===== src/sra_pkg.sv =====
// Shared types and constants of the serial register access responder.
// Holds the channel modes, frame codes, controller states and the command and
// status structs between controller and datapath. Depends on nothing.
`default_nettype none

package sra_pkg;

    // Frame header and response codes.
    localparam logic [7:0] HDR_RD = 8'hAA;
    localparam logic [7:0] HDR_WR = 8'hF0;
    localparam logic [7:0] RSP_RD = 8'h55;
    localparam logic [7:0] RSP_WR = 8'h0F;

    // Modulus of both Fletcher-16 sums.
    localparam logic [8:0] FL_MOD = 9'd255;

    // Reset value of the inter-byte timeout register.
    localparam logic [15:0] TIMEOUT_RST = 16'd1000;

    // What one input item asks for.
    typedef enum logic [1:0] {
        M_BYTE   = 2'd0,
        M_TICK   = 2'd1,
        M_LREAD  = 2'd2,
        M_LWRITE = 2'd3
    } t_mode;

    // Source of an emitted result byte.
    typedef enum logic [2:0] {
        E_HDR,
        E_CNT,
        E_DAT,
        E_S1,
        E_S2,
        E_LOC
    } t_esel;

    // Controller states.
    typedef enum logic [4:0] {
        S_IDLE,
        S_SETTLE,
        S_CHK_RD,
        S_CHK_USE,
        S_DECIDE,
        S_SCAN_RD,
        S_SCAN_USE,
        S_LEN_RD,
        S_LEN_USE,
        S_COPY_RD,
        S_COPY_USE,
        S_EM_HDR,
        S_EM_CNT,
        S_EM_RD,
        S_EM_DAT,
        S_EM_S1,
        S_EM_S2,
        S_LOC_EM
    } t_state;

    // Commands from the controller to the datapath.
    typedef struct packed {
        logic  rdy;
        logic  settle_clr;
        logic  chk_start;
        logic  buf_rd;
        logic  chk_use;
        logic  scan_start;
        logic  scan_use;
        logic  len_use;
        logic  copy_start;
        logic  copy_use;
        logic  resp_start;
        logic  st_rd;
        logic  emit;
        t_esel esel;
    } t_cmd;

    // Status from the datapath to the controller.
    typedef struct packed {
        logic  in_valid;
        t_mode in_mode;
        logic  fill_zero;
        logic  hdr_aa;
        logic  hdr_f0;
        logic  fill_ge5;
        logic  flen_ok;
        logic  chk_last;
        logic  chk_ok;
        logic  scan_end;
        logic  scan_hit;
        logic  shift_len;
        logic  in_range;
        logic  copy_done;
        logic  emit_done;
        logic  slot_free;
    } t_stat;

    // One step of a Fletcher sum: (a + p) mod 255 with a below 255.
    function automatic logic [7:0] f_mod_add(input logic [7:0] a, input logic [7:0] p);
        logic [8:0] s;
        s = {1'b0, a} + {1'b0, p};
        if (s >= FL_MOD) begin
            s = s - FL_MOD;
        end
        return s[7:0];
    endfunction

endpackage

`default_nettype wire


===== src/sra_if.sv =====
// Valid/ready channel interfaces of the serial register access responder.
// One carries input items, the other result items. No dependencies.
`default_nettype none

interface sra_in_if;
    logic       valid;
    logic       ready;
    logic [1:0] mode;
    logic [7:0] rx_byte;
    logic [5:0] local_addr;
    logic [7:0] local_data;

    modport source (output valid, mode, rx_byte, local_addr, local_data, input ready);
    modport sink   (input valid, mode, rx_byte, local_addr, local_data, output ready);
endinterface

interface sra_out_if;
    logic       valid;
    logic       ready;
    logic       kind;
    logic [7:0] out_byte;
    logic       last;

    modport source (output valid, kind, out_byte, last, input ready);
    modport sink   (input valid, kind, out_byte, last, output ready);
endinterface

`default_nettype wire


===== src/sra_dp.sv =====
// Datapath of the serial register access responder: register store, frame
// buffer, frame counters, Fletcher sums and the output register.
// Depends on sra_pkg and the channel interfaces in sra_if.sv.
`default_nettype none

module sra_dp #(
    parameter int STORE_SIZE = 32
) (
    input  wire logic           i_clk,
    input  wire logic           i_rst_n,
    input  wire logic           i_cfg_we,
    input  wire logic [15:0]    i_cfg_wdata,
    sra_in_if.sink              i_in,
    sra_out_if.source           o_out,
    input  sra_pkg::t_cmd       i_cmd,
    output sra_pkg::t_stat      o_stat
);
    import sra_pkg::*;

    localparam int CAP = STORE_SIZE + 5;
    localparam int BW  = $clog2(CAP);
    localparam int FW  = $clog2(CAP + 1);
    localparam int SW  = $clog2(STORE_SIZE);

    // Memories and their registered read data.
    logic [7:0]            r_buf [CAP];
    logic [7:0]            r_store [STORE_SIZE];
    logic [STORE_SIZE-1:0] r_vld;
    logic [7:0]            r_bq;
    logic [7:0]            r_sq;
    logic                  r_sqv;

    // Frame and sequencing state.
    logic [BW-1:0] r_head, n_head;
    logic [FW-1:0] r_fill, n_fill;
    logic [8:0]    r_flen, n_flen;
    logic [15:0]   r_idle, n_idle;
    logic [15:0]   r_tmo,  n_tmo;
    logic [7:0]    r_hdr,  n_hdr;
    logic [7:0]    r_addr, n_addr;
    logic [7:0]    r_cnt,  n_cnt;
    logic [7:0]    r_cnte, n_cnte;
    logic [FW-1:0] r_n,    n_n;
    logic [FW-1:0] r_idx,  n_idx;
    logic [7:0]    r_s1,   n_s1;
    logic [7:0]    r_s2,   n_s2;
    logic          r_ok1,  n_ok1;
    logic          r_ok2,  n_ok2;

    // Output register.
    logic       r_ov;
    logic       r_kind;
    logic [7:0] r_byte;
    logic       r_last;

    logic          acc;
    t_mode         mode;
    logic          la_ok;
    logic [SW-1:0] la_idx;
    logic          drop;
    logic [FW-1:0] eff_fill;
    logic          rx_hdr;
    logic [BW-1:0] wr_addr;
    logic [BW-1:0] rd_addr;
    logic [8:0]    faddr;
    logic [8:0]    caddr;
    logic [SW-1:0] st_idx;
    logic [8:0]    flen_m2;
    logic [FW:0]   n_p1;
    logic          hit_f0;
    logic          hit_aa;
    logic [7:0]    ebyte;

    // Physical buffer slot of a frame offset from the head.
    function automatic logic [BW-1:0] f_wrap(input logic [FW:0] s);
        logic [FW:0] t;
        t = (s >= (FW+1)'(CAP)) ? s - (FW+1)'(CAP) : s;
        return t[BW-1:0];
    endfunction

    // Input decode and address generation.
    assign acc      = i_in.valid & i_cmd.rdy;
    assign mode     = t_mode'(i_in.mode);
    assign la_ok    = {1'b0, i_in.local_addr} < 7'(STORE_SIZE);
    assign la_idx   = i_in.local_addr[SW-1:0];
    assign drop     = (r_fill >= FW'(CAP)) || (r_idle > r_tmo);
    assign eff_fill = drop ? '0 : r_fill;
    assign rx_hdr   = (i_in.rx_byte == HDR_RD) || (i_in.rx_byte == HDR_WR);
    assign wr_addr  = (eff_fill == '0) ? '0
                    : f_wrap((FW+1)'(r_head) + (FW+1)'(eff_fill));
    assign rd_addr  = f_wrap((FW+1)'(r_head) + (FW+1)'(r_idx));
    assign faddr    = {1'b0, r_addr} + 9'(r_idx);
    assign caddr    = faddr - 9'd3;
    assign st_idx   = i_cmd.copy_use ? caddr[SW-1:0] : faddr[SW-1:0];
    assign flen_m2  = r_flen - 9'd2;
    assign n_p1     = (FW+1)'(r_n) + (FW+1)'(1);
    assign hit_f0   = r_bq == HDR_WR;
    assign hit_aa   = (r_bq == HDR_RD)
                    && ((FW+1)'(r_idx) + (FW+1)'(5) >= (FW+1)'(r_fill));

    // Byte to emit.
    always_comb begin
        unique case (i_cmd.esel)
            E_HDR:         ebyte = (r_hdr == HDR_RD) ? RSP_RD : RSP_WR;
            E_CNT:         ebyte = r_cnte;
            E_DAT, E_LOC:  ebyte = r_sqv ? r_sq : 8'd0;
            E_S1:          ebyte = r_s1;
            E_S2:          ebyte = r_s2;
            default:       ebyte = 8'd0;
        endcase
    end

    // Status to the controller.
    always_comb begin
        o_stat.in_valid  = i_in.valid;
        o_stat.in_mode   = mode;
        o_stat.fill_zero = r_fill == '0;
        o_stat.hdr_aa    = r_hdr == HDR_RD;
        o_stat.hdr_f0    = r_hdr == HDR_WR;
        o_stat.fill_ge5  = r_fill >= FW'(5);
        o_stat.flen_ok   = (r_fill >= FW'(2)) && (9'(r_fill) >= r_flen);
        o_stat.chk_last  = (FW+1)'(r_idx) == n_p1;
        o_stat.chk_ok    = r_ok1 && r_ok2;
        o_stat.scan_end  = r_idx >= r_fill;
        o_stat.scan_hit  = hit_f0 || hit_aa;
        o_stat.shift_len = hit_f0 && ((r_fill - r_idx) >= FW'(2));
        o_stat.in_range  = ({1'b0, r_addr} + {1'b0, r_cnt}) < 9'(STORE_SIZE);
        o_stat.copy_done = 9'(r_idx) == ({1'b0, r_cnt} + 9'd3);
        o_stat.emit_done = 9'(r_idx) == {1'b0, r_cnte};
        o_stat.slot_free = !r_ov || o_out.ready;
    end

    // Next values of the frame and sequencing state.
    always_comb begin
        n_head = r_head;
        n_fill = r_fill;
        n_flen = r_flen;
        n_idle = r_idle;
        n_tmo  = r_tmo;
        n_hdr  = r_hdr;
        n_addr = r_addr;
        n_cnt  = r_cnt;
        n_cnte = r_cnte;
        n_n    = r_n;
        n_idx  = r_idx;
        n_s1   = r_s1;
        n_s2   = r_s2;
        n_ok1  = r_ok1;
        n_ok2  = r_ok2;

        if (i_cfg_we) begin
            n_tmo = i_cfg_wdata;
        end

        // Accepted item: ticks count, bytes enter the frame buffer.
        if (acc) begin
            unique case (mode)
                M_TICK: begin
                    if (r_idle != 16'hFFFF) begin
                        n_idle = r_idle + 16'd1;
                    end
                end
                M_BYTE: begin
                    n_idle = '0;
                    if (eff_fill == '0) begin
                        if (rx_hdr) begin
                            n_head = '0;
                            n_fill = FW'(1);
                            n_hdr  = i_in.rx_byte;
                        end else begin
                            n_fill = '0;
                        end
                    end else begin
                        n_fill = eff_fill + FW'(1);
                        if (eff_fill == FW'(1) && r_hdr == HDR_WR) begin
                            n_flen = {1'b0, i_in.rx_byte} + 9'd5;
                        end
                    end
                end
                default: ;
            endcase
        end

        if (i_cmd.settle_clr) begin
            n_fill = '0;
        end

        // Frame check: sums over the body, then compare the check pair.
        if (i_cmd.chk_start) begin
            n_idx = '0;
            n_s1  = '0;
            n_s2  = '0;
            n_ok1 = 1'b0;
            n_ok2 = 1'b0;
            n_n   = (r_hdr == HDR_RD) ? FW'(3) : flen_m2[FW-1:0];
        end
        if (i_cmd.chk_use) begin
            if (r_idx < r_n) begin
                n_s1 = f_mod_add(r_s1, r_bq);
                n_s2 = f_mod_add(r_s2, n_s1);
            end
            if (r_idx == FW'(1)) begin
                if (r_hdr == HDR_RD) begin
                    n_addr = r_bq;
                end else begin
                    n_cnt = r_bq;
                end
            end
            if (r_idx == FW'(2)) begin
                if (r_hdr == HDR_RD) begin
                    n_cnt = r_bq;
                end else begin
                    n_addr = r_bq;
                end
            end
            if (r_idx == r_n) begin
                n_ok1 = r_bq == r_s1;
            end
            if ((FW+1)'(r_idx) == n_p1) begin
                n_ok2 = r_bq == r_s2;
            end
            n_idx = r_idx + FW'(1);
        end

        // Rescan for a later header after a failed check.
        if (i_cmd.scan_start) begin
            n_idx = FW'(1);
        end
        if (i_cmd.scan_use) begin
            if (hit_f0 || hit_aa) begin
                n_head = f_wrap((FW+1)'(r_head) + (FW+1)'(r_idx));
                n_fill = r_fill - r_idx;
                n_hdr  = r_bq;
                n_idx  = FW'(1);
            end else begin
                n_idx = r_idx + FW'(1);
            end
        end
        if (i_cmd.len_use) begin
            n_flen = {1'b0, r_bq} + 9'd5;
        end

        // Write frame data copy into the store.
        if (i_cmd.copy_start) begin
            n_idx = FW'(3);
        end
        if (i_cmd.copy_use) begin
            n_idx = r_idx + FW'(1);
        end

        // Response: sums restart over the emitted bytes.
        if (i_cmd.resp_start) begin
            n_idx  = '0;
            n_s1   = '0;
            n_s2   = '0;
            n_cnte = o_stat.in_range ? r_cnt : 8'd0;
        end
        if (i_cmd.emit) begin
            if (i_cmd.esel == E_HDR || i_cmd.esel == E_CNT || i_cmd.esel == E_DAT) begin
                n_s1 = f_mod_add(r_s1, ebyte);
                n_s2 = f_mod_add(r_s2, n_s1);
            end
            if (i_cmd.esel == E_DAT) begin
                n_idx = r_idx + FW'(1);
            end
        end
    end

    // Control registers with reset.
    always_ff @(posedge i_clk) begin
        if (!i_rst_n) begin
            r_head <= '0;
            r_fill <= '0;
            r_flen <= '0;
            r_idle <= '0;
            r_tmo  <= TIMEOUT_RST;
            r_hdr  <= '0;
            r_ov   <= 1'b0;
        end else begin
            r_head <= n_head;
            r_fill <= n_fill;
            r_flen <= n_flen;
            r_idle <= n_idle;
            r_tmo  <= n_tmo;
            r_hdr  <= n_hdr;
            if (i_cmd.emit) begin
                r_ov <= 1'b1;
            end else if (o_out.ready) begin
                r_ov <= 1'b0;
            end
        end
    end

    // Working registers and output payload.
    always_ff @(posedge i_clk) begin
        r_addr <= n_addr;
        r_cnt  <= n_cnt;
        r_cnte <= n_cnte;
        r_n    <= n_n;
        r_idx  <= n_idx;
        r_s1   <= n_s1;
        r_s2   <= n_s2;
        r_ok1  <= n_ok1;
        r_ok2  <= n_ok2;
        if (i_cmd.emit) begin
            r_kind <= i_cmd.esel == E_LOC;
            r_byte <= ebyte;
            r_last <= (i_cmd.esel == E_LOC) || (i_cmd.esel == E_S2);
        end
    end

    // Frame buffer memory.
    always_ff @(posedge i_clk) begin
        if (acc && mode == M_BYTE && (eff_fill != '0 || rx_hdr)) begin
            r_buf[wr_addr] <= i_in.rx_byte;
        end
        if (i_cmd.buf_rd) begin
            r_bq <= r_buf[rd_addr];
        end
    end

    // Register store memory.
    always_ff @(posedge i_clk) begin
        if (acc && mode == M_LWRITE && la_ok) begin
            r_store[la_idx] <= i_in.local_data;
        end else if (i_cmd.copy_use) begin
            r_store[st_idx] <= r_bq;
        end
        if (acc && mode == M_LREAD) begin
            r_sq <= r_store[la_idx];
        end else if (i_cmd.st_rd) begin
            r_sq <= r_store[st_idx];
        end
    end

    // Store entries read as zero until written.
    always_ff @(posedge i_clk) begin
        if (!i_rst_n) begin
            r_vld <= '0;
            r_sqv <= 1'b0;
        end else begin
            if (acc && mode == M_LWRITE && la_ok) begin
                r_vld[la_idx] <= 1'b1;
            end else if (i_cmd.copy_use) begin
                r_vld[st_idx] <= 1'b1;
            end
            if (acc && mode == M_LREAD) begin
                r_sqv <= la_ok && r_vld[la_idx];
            end else if (i_cmd.st_rd) begin
                r_sqv <= r_vld[st_idx];
            end
        end
    end

    assign i_in.ready     = i_cmd.rdy;
    assign o_out.valid    = r_ov;
    assign o_out.kind     = r_kind;
    assign o_out.out_byte = r_byte;
    assign o_out.last     = r_last;

endmodule

`default_nettype wire


===== src/sra_ctrl.sv =====
// Controller of the serial register access responder: sequences frame check,
// rescan, store copy and response emission through the datapath.
// Depends on sra_pkg.
`default_nettype none

module sra_ctrl (
    input  wire logic      i_clk,
    input  wire logic      i_rst_n,
    input  sra_pkg::t_stat i_stat,
    output sra_pkg::t_cmd  o_cmd
);
    import sra_pkg::*;

    t_state r_state, n_state;

    // State register.
    always_ff @(posedge i_clk) begin
        if (!i_rst_n) begin
            r_state <= S_IDLE;
        end else begin
            r_state <= n_state;
        end
    end

    // Next state.
    always_comb begin
        n_state = r_state;
        unique case (r_state)
            S_IDLE: begin
                if (i_stat.in_valid) begin
                    if (i_stat.in_mode == M_BYTE) begin
                        n_state = S_SETTLE;
                    end else if (i_stat.in_mode == M_LREAD) begin
                        n_state = S_LOC_EM;
                    end
                end
            end
            S_SETTLE: begin
                if (!i_stat.fill_zero && i_stat.hdr_aa && i_stat.fill_ge5) begin
                    n_state = S_CHK_RD;
                end else if (!i_stat.fill_zero && i_stat.hdr_f0 && i_stat.flen_ok) begin
                    n_state = S_CHK_RD;
                end else begin
                    n_state = S_IDLE;
                end
            end
            S_CHK_RD:  n_state = S_CHK_USE;
            S_CHK_USE: n_state = i_stat.chk_last ? S_DECIDE : S_CHK_RD;
            S_DECIDE: begin
                if (!i_stat.chk_ok) begin
                    n_state = S_SCAN_RD;
                end else if (i_stat.hdr_aa || !i_stat.in_range) begin
                    n_state = S_EM_HDR;
                end else begin
                    n_state = S_COPY_RD;
                end
            end
            S_SCAN_RD:  n_state = i_stat.scan_end ? S_IDLE : S_SCAN_USE;
            S_SCAN_USE: begin
                if (!i_stat.scan_hit) begin
                    n_state = S_SCAN_RD;
                end else if (i_stat.shift_len) begin
                    n_state = S_LEN_RD;
                end else begin
                    n_state = S_SETTLE;
                end
            end
            S_LEN_RD:   n_state = S_LEN_USE;
            S_LEN_USE:  n_state = S_SETTLE;
            S_COPY_RD:  n_state = i_stat.copy_done ? S_EM_HDR : S_COPY_USE;
            S_COPY_USE: n_state = S_COPY_RD;
            S_EM_HDR: begin
                if (i_stat.slot_free) begin
                    n_state = S_EM_CNT;
                end
            end
            S_EM_CNT: begin
                if (i_stat.slot_free) begin
                    n_state = i_stat.hdr_aa ? S_EM_RD : S_EM_S1;
                end
            end
            S_EM_RD:  n_state = i_stat.emit_done ? S_EM_S1 : S_EM_DAT;
            S_EM_DAT: begin
                if (i_stat.slot_free) begin
                    n_state = S_EM_RD;
                end
            end
            S_EM_S1: begin
                if (i_stat.slot_free) begin
                    n_state = S_EM_S2;
                end
            end
            S_EM_S2, S_LOC_EM: begin
                if (i_stat.slot_free) begin
                    n_state = S_IDLE;
                end
            end
            default: n_state = S_IDLE;
        endcase
    end

    // Commands for the current state.
    always_comb begin
        o_cmd      = '0;
        o_cmd.esel = E_HDR;
        unique case (r_state)
            S_IDLE: o_cmd.rdy = 1'b1;
            S_SETTLE: begin
                if (!i_stat.fill_zero) begin
                    if (i_stat.hdr_aa) begin
                        o_cmd.chk_start = i_stat.fill_ge5;
                    end else if (i_stat.hdr_f0) begin
                        o_cmd.chk_start = i_stat.flen_ok;
                    end else begin
                        o_cmd.settle_clr = 1'b1;
                    end
                end
            end
            S_CHK_RD, S_LEN_RD: o_cmd.buf_rd = 1'b1;
            S_CHK_USE:          o_cmd.chk_use = 1'b1;
            S_DECIDE: begin
                if (!i_stat.chk_ok) begin
                    o_cmd.scan_start = 1'b1;
                end else if (i_stat.hdr_aa || !i_stat.in_range) begin
                    o_cmd.resp_start = 1'b1;
                end else begin
                    o_cmd.copy_start = 1'b1;
                end
            end
            S_SCAN_RD: begin
                o_cmd.settle_clr = i_stat.scan_end;
                o_cmd.buf_rd     = !i_stat.scan_end;
            end
            S_SCAN_USE: o_cmd.scan_use = 1'b1;
            S_LEN_USE:  o_cmd.len_use  = 1'b1;
            S_COPY_RD: begin
                o_cmd.resp_start = i_stat.copy_done;
                o_cmd.buf_rd     = !i_stat.copy_done;
            end
            S_COPY_USE: o_cmd.copy_use = 1'b1;
            S_EM_HDR: begin
                o_cmd.emit = i_stat.slot_free;
                o_cmd.esel = E_HDR;
            end
            S_EM_CNT: begin
                o_cmd.emit = i_stat.slot_free;
                o_cmd.esel = E_CNT;
            end
            S_EM_RD: o_cmd.st_rd = !i_stat.emit_done;
            S_EM_DAT: begin
                o_cmd.emit = i_stat.slot_free;
                o_cmd.esel = E_DAT;
            end
            S_EM_S1: begin
                o_cmd.emit = i_stat.slot_free;
                o_cmd.esel = E_S1;
            end
            S_EM_S2: begin
                o_cmd.emit       = i_stat.slot_free;
                o_cmd.settle_clr = i_stat.slot_free;
                o_cmd.esel       = E_S2;
            end
            S_LOC_EM: begin
                o_cmd.emit = i_stat.slot_free;
                o_cmd.esel = E_LOC;
            end
            default: ;
        endcase
    end

endmodule

`default_nettype wire


===== src/serial_register_access_fletcher.sv =====
// Serial register access responder. Each input item is a received byte, a
// time tick, a local read or a local write. Ticks and local writes are taken
// in the idle state; a local read then emits its result, waiting on the
// output if needed. A received byte passes through a settle state. A byte
// that completes a frame runs the controller over the frame buffer through
// its single registered read port: a read and a use state per frame byte for
// the Fletcher check, a decide state, then a read and a use state per data
// byte for a write frame's store copy, and a read and an emit state per data
// byte of a read response besides the header, count and check bytes.
// A failed check rescans the buffer byte by byte and repeats the check on
// a later header. Results leave through an output register, so the item
// after a finished response is taken while the last byte waits. The store
// reads as zero from reset without a clearing pass.
// Depends on sra_pkg, sra_if.sv, sra_dp and sra_ctrl.
`default_nettype none

module serial_register_access_fletcher #(
    parameter int STORE_SIZE = 32
) (
    input  wire logic        i_clk,
    input  wire logic        i_rst_n,
    input  wire logic        i_cfg_we,
    input  wire logic [15:0] i_cfg_wdata,
    sra_in_if.sink           i_in,
    sra_out_if.source        o_out
);
    import sra_pkg::*;

    t_cmd  cmd;
    t_stat st;

    // Storage, counters and output register.
    sra_dp #(
        .STORE_SIZE(STORE_SIZE)
    ) u_dp (
        .i_clk      (i_clk),
        .i_rst_n    (i_rst_n),
        .i_cfg_we   (i_cfg_we),
        .i_cfg_wdata(i_cfg_wdata),
        .i_in       (i_in),
        .o_out      (o_out),
        .i_cmd      (cmd),
        .o_stat     (st)
    );

    // Frame sequencing.
    sra_ctrl u_ctrl (
        .i_clk  (i_clk),
        .i_rst_n(i_rst_n),
        .i_stat (st),
        .o_cmd  (cmd)
    );

    // A byte is only loaded into the output register when the slot is free.
    a_emit_slot: assert property (@(posedge i_clk) disable iff (!i_rst_n)
        cmd.emit |-> st.slot_free)
        else $error("result item loaded into a busy output register");

    // No item is taken while a response is being emitted.
    a_rdy_emit: assert property (@(posedge i_clk) disable iff (!i_rst_n)
        cmd.rdy |-> !cmd.emit)
        else $error("input accepted during emission");

    // Buffer reads never overlap with taking a new item.
    a_rdy_rd: assert property (@(posedge i_clk) disable iff (!i_rst_n)
        cmd.buf_rd |-> !cmd.rdy)
        else $error("frame buffer read while accepting an item");

    // A local read holds off the next item: ready is low in the next cycle.
    a_lread: assert property (@(posedge i_clk) disable iff (!i_rst_n)
        (i_in.valid && i_in.ready && i_in.mode == M_LREAD) |=> !i_in.ready)
        else $error("local read did not enter its emit state");

endmodule

`default_nettype wire

===== src/flat_wrapper.sv =====
// flat-port wrapper written by rule: the top's interface ports become plain ports
module serial_register_access_fletcher_flat import sra_pkg::*;
#(
    parameter int STORE_SIZE = 32
)
  (i_clk, i_rst_n, i_cfg_we, i_cfg_wdata, i_in_valid, i_in_mode, i_in_rx_byte, i_in_local_addr, i_in_local_data, i_in_ready, o_out_valid, o_out_kind, o_out_out_byte, o_out_last, o_out_ready);
  sra_in_if i_in_i ();
  sra_out_if o_out_i ();
  input  wire logic i_clk;
  input  wire logic i_rst_n;
  input  wire logic i_cfg_we;
  input  wire logic [15:0] i_cfg_wdata;
  input wire logic [$bits(i_in_i.valid)-1:0] i_in_valid;
  input wire logic [$bits(i_in_i.mode)-1:0] i_in_mode;
  input wire logic [$bits(i_in_i.rx_byte)-1:0] i_in_rx_byte;
  input wire logic [$bits(i_in_i.local_addr)-1:0] i_in_local_addr;
  input wire logic [$bits(i_in_i.local_data)-1:0] i_in_local_data;
  output wire logic [$bits(i_in_i.ready)-1:0] i_in_ready;
  output wire logic [$bits(o_out_i.valid)-1:0] o_out_valid;
  output wire logic [$bits(o_out_i.kind)-1:0] o_out_kind;
  output wire logic [$bits(o_out_i.out_byte)-1:0] o_out_out_byte;
  output wire logic [$bits(o_out_i.last)-1:0] o_out_last;
  input wire logic [$bits(o_out_i.ready)-1:0] o_out_ready;
  assign i_in_i.valid = i_in_valid;
  assign i_in_i.mode = i_in_mode;
  assign i_in_i.rx_byte = i_in_rx_byte;
  assign i_in_i.local_addr = i_in_local_addr;
  assign i_in_i.local_data = i_in_local_data;
  assign i_in_ready = i_in_i.ready;
  assign o_out_valid = o_out_i.valid;
  assign o_out_kind = o_out_i.kind;
  assign o_out_out_byte = o_out_i.out_byte;
  assign o_out_last = o_out_i.last;
  assign o_out_i.ready = o_out_ready;
  serial_register_access_fletcher #(.STORE_SIZE(STORE_SIZE)) u_core (.i_clk(i_clk), .i_rst_n(i_rst_n), .i_cfg_we(i_cfg_we), .i_cfg_wdata(i_cfg_wdata), .i_in(i_in_i), .o_out(o_out_i));
endmodule

===== config.mk =====
export PLATFORM = sky130hd
export DESIGN_NAME = serial_register_access_fletcher_flat
export DESIGN_NICKNAME = d
export VERILOG_FILES = /design/src/sra_pkg.sv /design/src/sra_if.sv /design/src/sra_dp.sv /design/src/sra_ctrl.sv /design/src/serial_register_access_fletcher.sv /design/src/flat_wrapper.sv
export SDC_FILE = /design/constraint.sdc
export NUM_CORES = 2
export LEC_CHECK = 0
export BUFFER_PORTS_ARGS = -buffer_cell sky130_fd_sc_hd__buf_2
export CAP_MARGIN = 25
export CORE_ASPECT_RATIO = 0.7
export CORE_MARGIN = 2
export CORE_UTILIZATION = 40
export DETAILED_ROUTE_END_ITERATION = 16
export MAX_ROUTING_LAYER = met4
export SYNTH_ARGS = -nofsm -noshare
export SYNTH_HDL_FRONTEND = slang
export SYNTH_SLANG_ARGS = --single-unit

===== constraint.sdc =====
create_clock -name i_clk -period 8.2 [get_ports i_clk]
set_clock_uncertainty 0.2 [all_clocks]
set_input_delay 1.64 -clock i_clk [delete_from_list [all_inputs] [get_ports i_clk]]
set_output_delay 1.64 -clock i_clk [all_outputs]
set_load 0.02 [all_outputs]

==> out/metrics.csv <==
stage,metric,value,unit
outcome,status,finished clean,
synth,Synth top area share,0.457,
die,Chip Width,382,µm
worst_setup_path,critical path endpoint category,flip-flop,
global_routing,initial antenna violation count,0,
routing,final WL,125000,µm
synth,most frequent cell after synthesis,edfxtp_1,
synth,Unique masters post-synth,99,
die,Starting Density,0.406,
timing,crit share post-route,0.922,
worst_setup_path,"CP delay by family, top",simple AND/OR/NAND/NOR gates,
routing,iteration-0 DRC count of the detailed router,3605,
routing,DR vias,29900,
die,Core Region,98500,µm²
synth,Synth Area per Inst,11.7,µm²
timing,Final min period,7.56,ns
placed_design,area of placed instances,41800,µm²
timing,Setup Viol. Count Final,0,
worst_setup_path,reg2reg start,u_core.u_ctrl.r_state[1]$_SDFFE_PN0P_,
worst_setup_path,CP Class,flip-flop to flip-flop,
worst_setup_path,slowest CP cell,nor4_1,
clocking,latest clock arrival within the worst-skew pair,0.69,ns
worst_setup_path,Slowest Stage Delay on Critical Path,0.62,ns
clocking,maximum clock path buffer count,3,
synth,synth top area cells,"edfxtp_1 46%, dfxtp_1 6.2%, mux2i_1 5.3%",
worst_setup_path,Critical Path AT,7.90,ns
global_routing,largest net degree at the start of global routing,144,
placed_design,IO Port Bufs,56,
worst_hold_path,Hold Crit Class,flip-flop to flip-flop,
worst_setup_path,worst r2r dst,u_core.u_dp.r_s2[4]$_DFF_P_,
synth,"EDFF count, synth",608,
worst_setup_path,Startpoint Class,flip-flop,
placed_design,Post-DP HPWL,84900,µm
power_and_ir_drop,Int Power,8900,µW
synth,"Net Count, Synth",3601,
routing,DR pass1 iterations,7,
synth,Commonest cells post-synth,"608 x edfxtp_1, 291 x nor2_1, 243 x nand2_1",
worst_setup_path,cell mode on critical path,nand3_1,
global_routing,remaining global-route overflow,0,
final_layout,final net count,3626,
routing,Wirelength per Cell,25.8,µm
global_routing,first-pass GRT wire length,183000,µm
timing,setup_tns,0,ns
worst_hold_path,WHS Endpoint,u_core.u_dp.r_flen[8]$_SDFFE_PN0P_,
synth,Synth Instances,3430,
synth,synthesized area,40000,µm²
clocking,clock buffer count from CTS,76,
worst_setup_path,Critical Path RT,8.55,ns
worst_setup_path,CP startpoint,u_core.u_ctrl.r_state[1]$_SDFFE_PN0P_,
worst_setup_path,FF-to-FF setup slack,0.64,ns
clocking,Root Buffer,clkbuf_16,
worst_setup_path,Worst Path Buf+Inv,1,
final_layout,area delta synth->final,11.3,%
synth,register area share after synthesis,0.519,
synth,Synth area leader,edfxtp_1,
timing,Hold Fails Final Rpt,0,
power_and_ir_drop,Flop pwr share,0.288,
die,Die H,268,µm
worst_setup_path,critical path depth,27,
synth,ys async rst share,0,
timing,max-slew violation count,0,
power_and_ir_drop,VDD IR max,0.497,mV
die,I/O pin total,57,
routing,Residual DRC,0,
power_and_ir_drop,clock share of power,0.244,
routing,Vias/cell,6.19,
die,FP Rows,96,
final_layout,share of layout cells above drive strength 1,0.124,
synth,synthesized flop and latch total,732,
clocking,Post-CTS Setup Bufs,0,
timing,FMAX,132,MHz
power_and_ir_drop,Static Leak,0.0154,µW
worst_hold_path,Hold Startpoint,u_core.u_dp.r_flen[8]$_SDFFE_PN0P_,
clocking,clk slew on worst S/H paths,0.07,ns
final_layout,fin area,44500,µm²
power_and_ir_drop,Sw Ratio,0.415,
flow_run,Max Cap Viol,0,
global_routing,vias in the first global route,27400,
die,die area,103000,µm²
worst_setup_path,r2r worst-path depth,27,
final_layout,ant diodes,0,
clocking,clock sink count,732,
power_and_ir_drop,Logic pwr share,0.468,
routing,Final ANT Viol Nets,0,
power_and_ir_drop,Power Dens Cells,342,nW/µm²
synth,top_reg_cell synth,edfxtp_1,
worst_hold_path,WHS Path Cells,2,
synth,number of synthesis warnings,0,
worst_setup_path,crit-path max FO,13,
placed_design,GPL Wtd Cong,1.01,
timing,unrepaired setup endpoints after global routing,false,
clocking,H-tree levels,3,
power_and_ir_drop,Switch Pwr,6320,µW
timing,Slew HR,0.199,
clocking,CTS tree,done,
global_routing,Total GRT Usage,0.246,
timing,actual slew at the worst max-slew pin,1.20,ns
-- registers in the layout (all words and copies together), names as in the netlist, 9 cells and up --
| signal | cells |
|---|---|
| u_core.u_dp.r_buf | 296 |
| u_core.u_dp.r_flen | 9 |
| u_core.u_dp.r_idle | 16 |
| u_core.u_dp.r_store | 256 |
| u_core.u_dp.r_tmo | 16 |
| u_core.u_dp.r_vld | 32 |
-- stage by stage --
step | hold slack [ns] | util | cells | setup slack [ns] | total power (µW)
3_5_place_dp | 0.246 | 0.424 | 4688 | 0.746 | 11300
6_report | 0.257 | 0.452 | 4838 | 0.642 | 15200
5_1_grt | 0.295 | 0.452 | 4838 | 0.158 | 15900
4_1_cts | 0.255 | 0.451 | 4826 | 0.669 | 15100
2_1_floorplan | 0.232 | - | 3430 | 1.80 | 9310
3_3_place_gp | 0.242 | 0.423 | 4682 | 0.902 | 11300
-- worst max path at each step --
stage                                        to  slack, ns
floorplan           u_core.u_dp.r_s2[4]$_DFF_P_       1.80
global placement    u_core.u_dp.r_s2[4]$_DFF_P_       0.90
detailed placement  u_core.u_dp.r_s2[4]$_DFF_P_       0.75
CTS                 u_core.u_dp.r_s2[4]$_DFF_P_       0.67
global route        u_core.u_dp.r_s2[4]$_DFF_P_       0.16
finish              u_core.u_dp.r_s2[4]$_DFF_P_       0.64
-- cell type report --
class / count / area [µm²]
clock inverters: 47 / 638
repair buffers: 135 / 951
well taps: 1323 / 1660
multi-input cells: 2418 / 18200
inverters: 92 / 345
clock buffers: 91 / 1990
flip-flops and latches: 732 / 20700
fillers: 8967 / 54000
-- worst register-to-register path: stages, from the launching register on --
cell,delay (ns)
dfxtp_1,0.56
nor2_1,0.24
nand3b_1,0.21
inv_1,0.12
and2_1,0.18
o21a_1,0.27
nand2_1,0.12
nand3_1,0.10
ha_1,0.24
fa_1,0.40
a21o_1,0.17
a21oi_1,0.29
xnor2_1,0.23
nand3_1,0.16
nor4_2,0.36
nand3_1,0.22
o21ai_0,0.25
mux2_2,0.40
ha_1,0.28
a21o_1,0.18
a21oi_1,0.34
nor4b_1,0.10
nor4_1,0.62
nor3_1,0.27
and3_1,0.29
o2111ai_1,0.24
mux2i_1,0.13
a221o_1,0.26
-- cell families (layout without fill, tap and decap cells) --
logic type	count (synthesis)	after routing	synth area share
AND/OR/NAND/NOR	960	960	0.115
adder cells (fa/ha/maj)	126	126	0.0409
flip-flops	732	732	0.519
multiplexers	343	343	0.111
buffers and inverters	280	365	0.0295
AO/OA/AOI/OAI	880	880	0.160
XOR/XNOR	109	109	0.0249
-- layout by cell type (no fill, tap or decap), types with 77 or more instances in the layout --
cell type | Yosys | routed
inv_1 | 90 | 90
nand3_1 | 82 | 82
nor3_1 | 91 | 91
nor2_1 | 291 | 291
nand2_1 | 243 | 243
a21oi_1 | 166 | 166
clkbuf_16 | 0 | 77
o21ai_0 | 85 | 85
dfxtp_1 | 124 | 124
mux2i_1 | 213 | 213
ha_1 | 118 | 117
edfxtp_1 | 608 | 608
-- repair_timing --
item | in CTS | in global routing
endpoints found under the hold margin | 0 | 0
hold buffers | 0 | 0
setup endpoints to repair | 0 | 2
gates resized for setup | 0 | 1
-- layer usage --
layer,global-route usage,vias to the layer above,part of all wire
met5,-,-,0
met4,0.0479,0,0.017
met3,0.0835,181,0.12
met2,0.316,1520,0.39
met1,0.368,14800,0.47
li1,-,13400,-
-- power by group through the flow --
stage	Combinational, µW	Clock, µW	Sequential, µW
after floorplan	4930	0	4380
after global placement	6870	0	4470
after detailed placement	6880	0	4460
after CTS	6930	3760	4380
after global routing	7630	3900	4400
final	7120	3710	4390
Note: power is estimated with default switching activity, not from simulation.
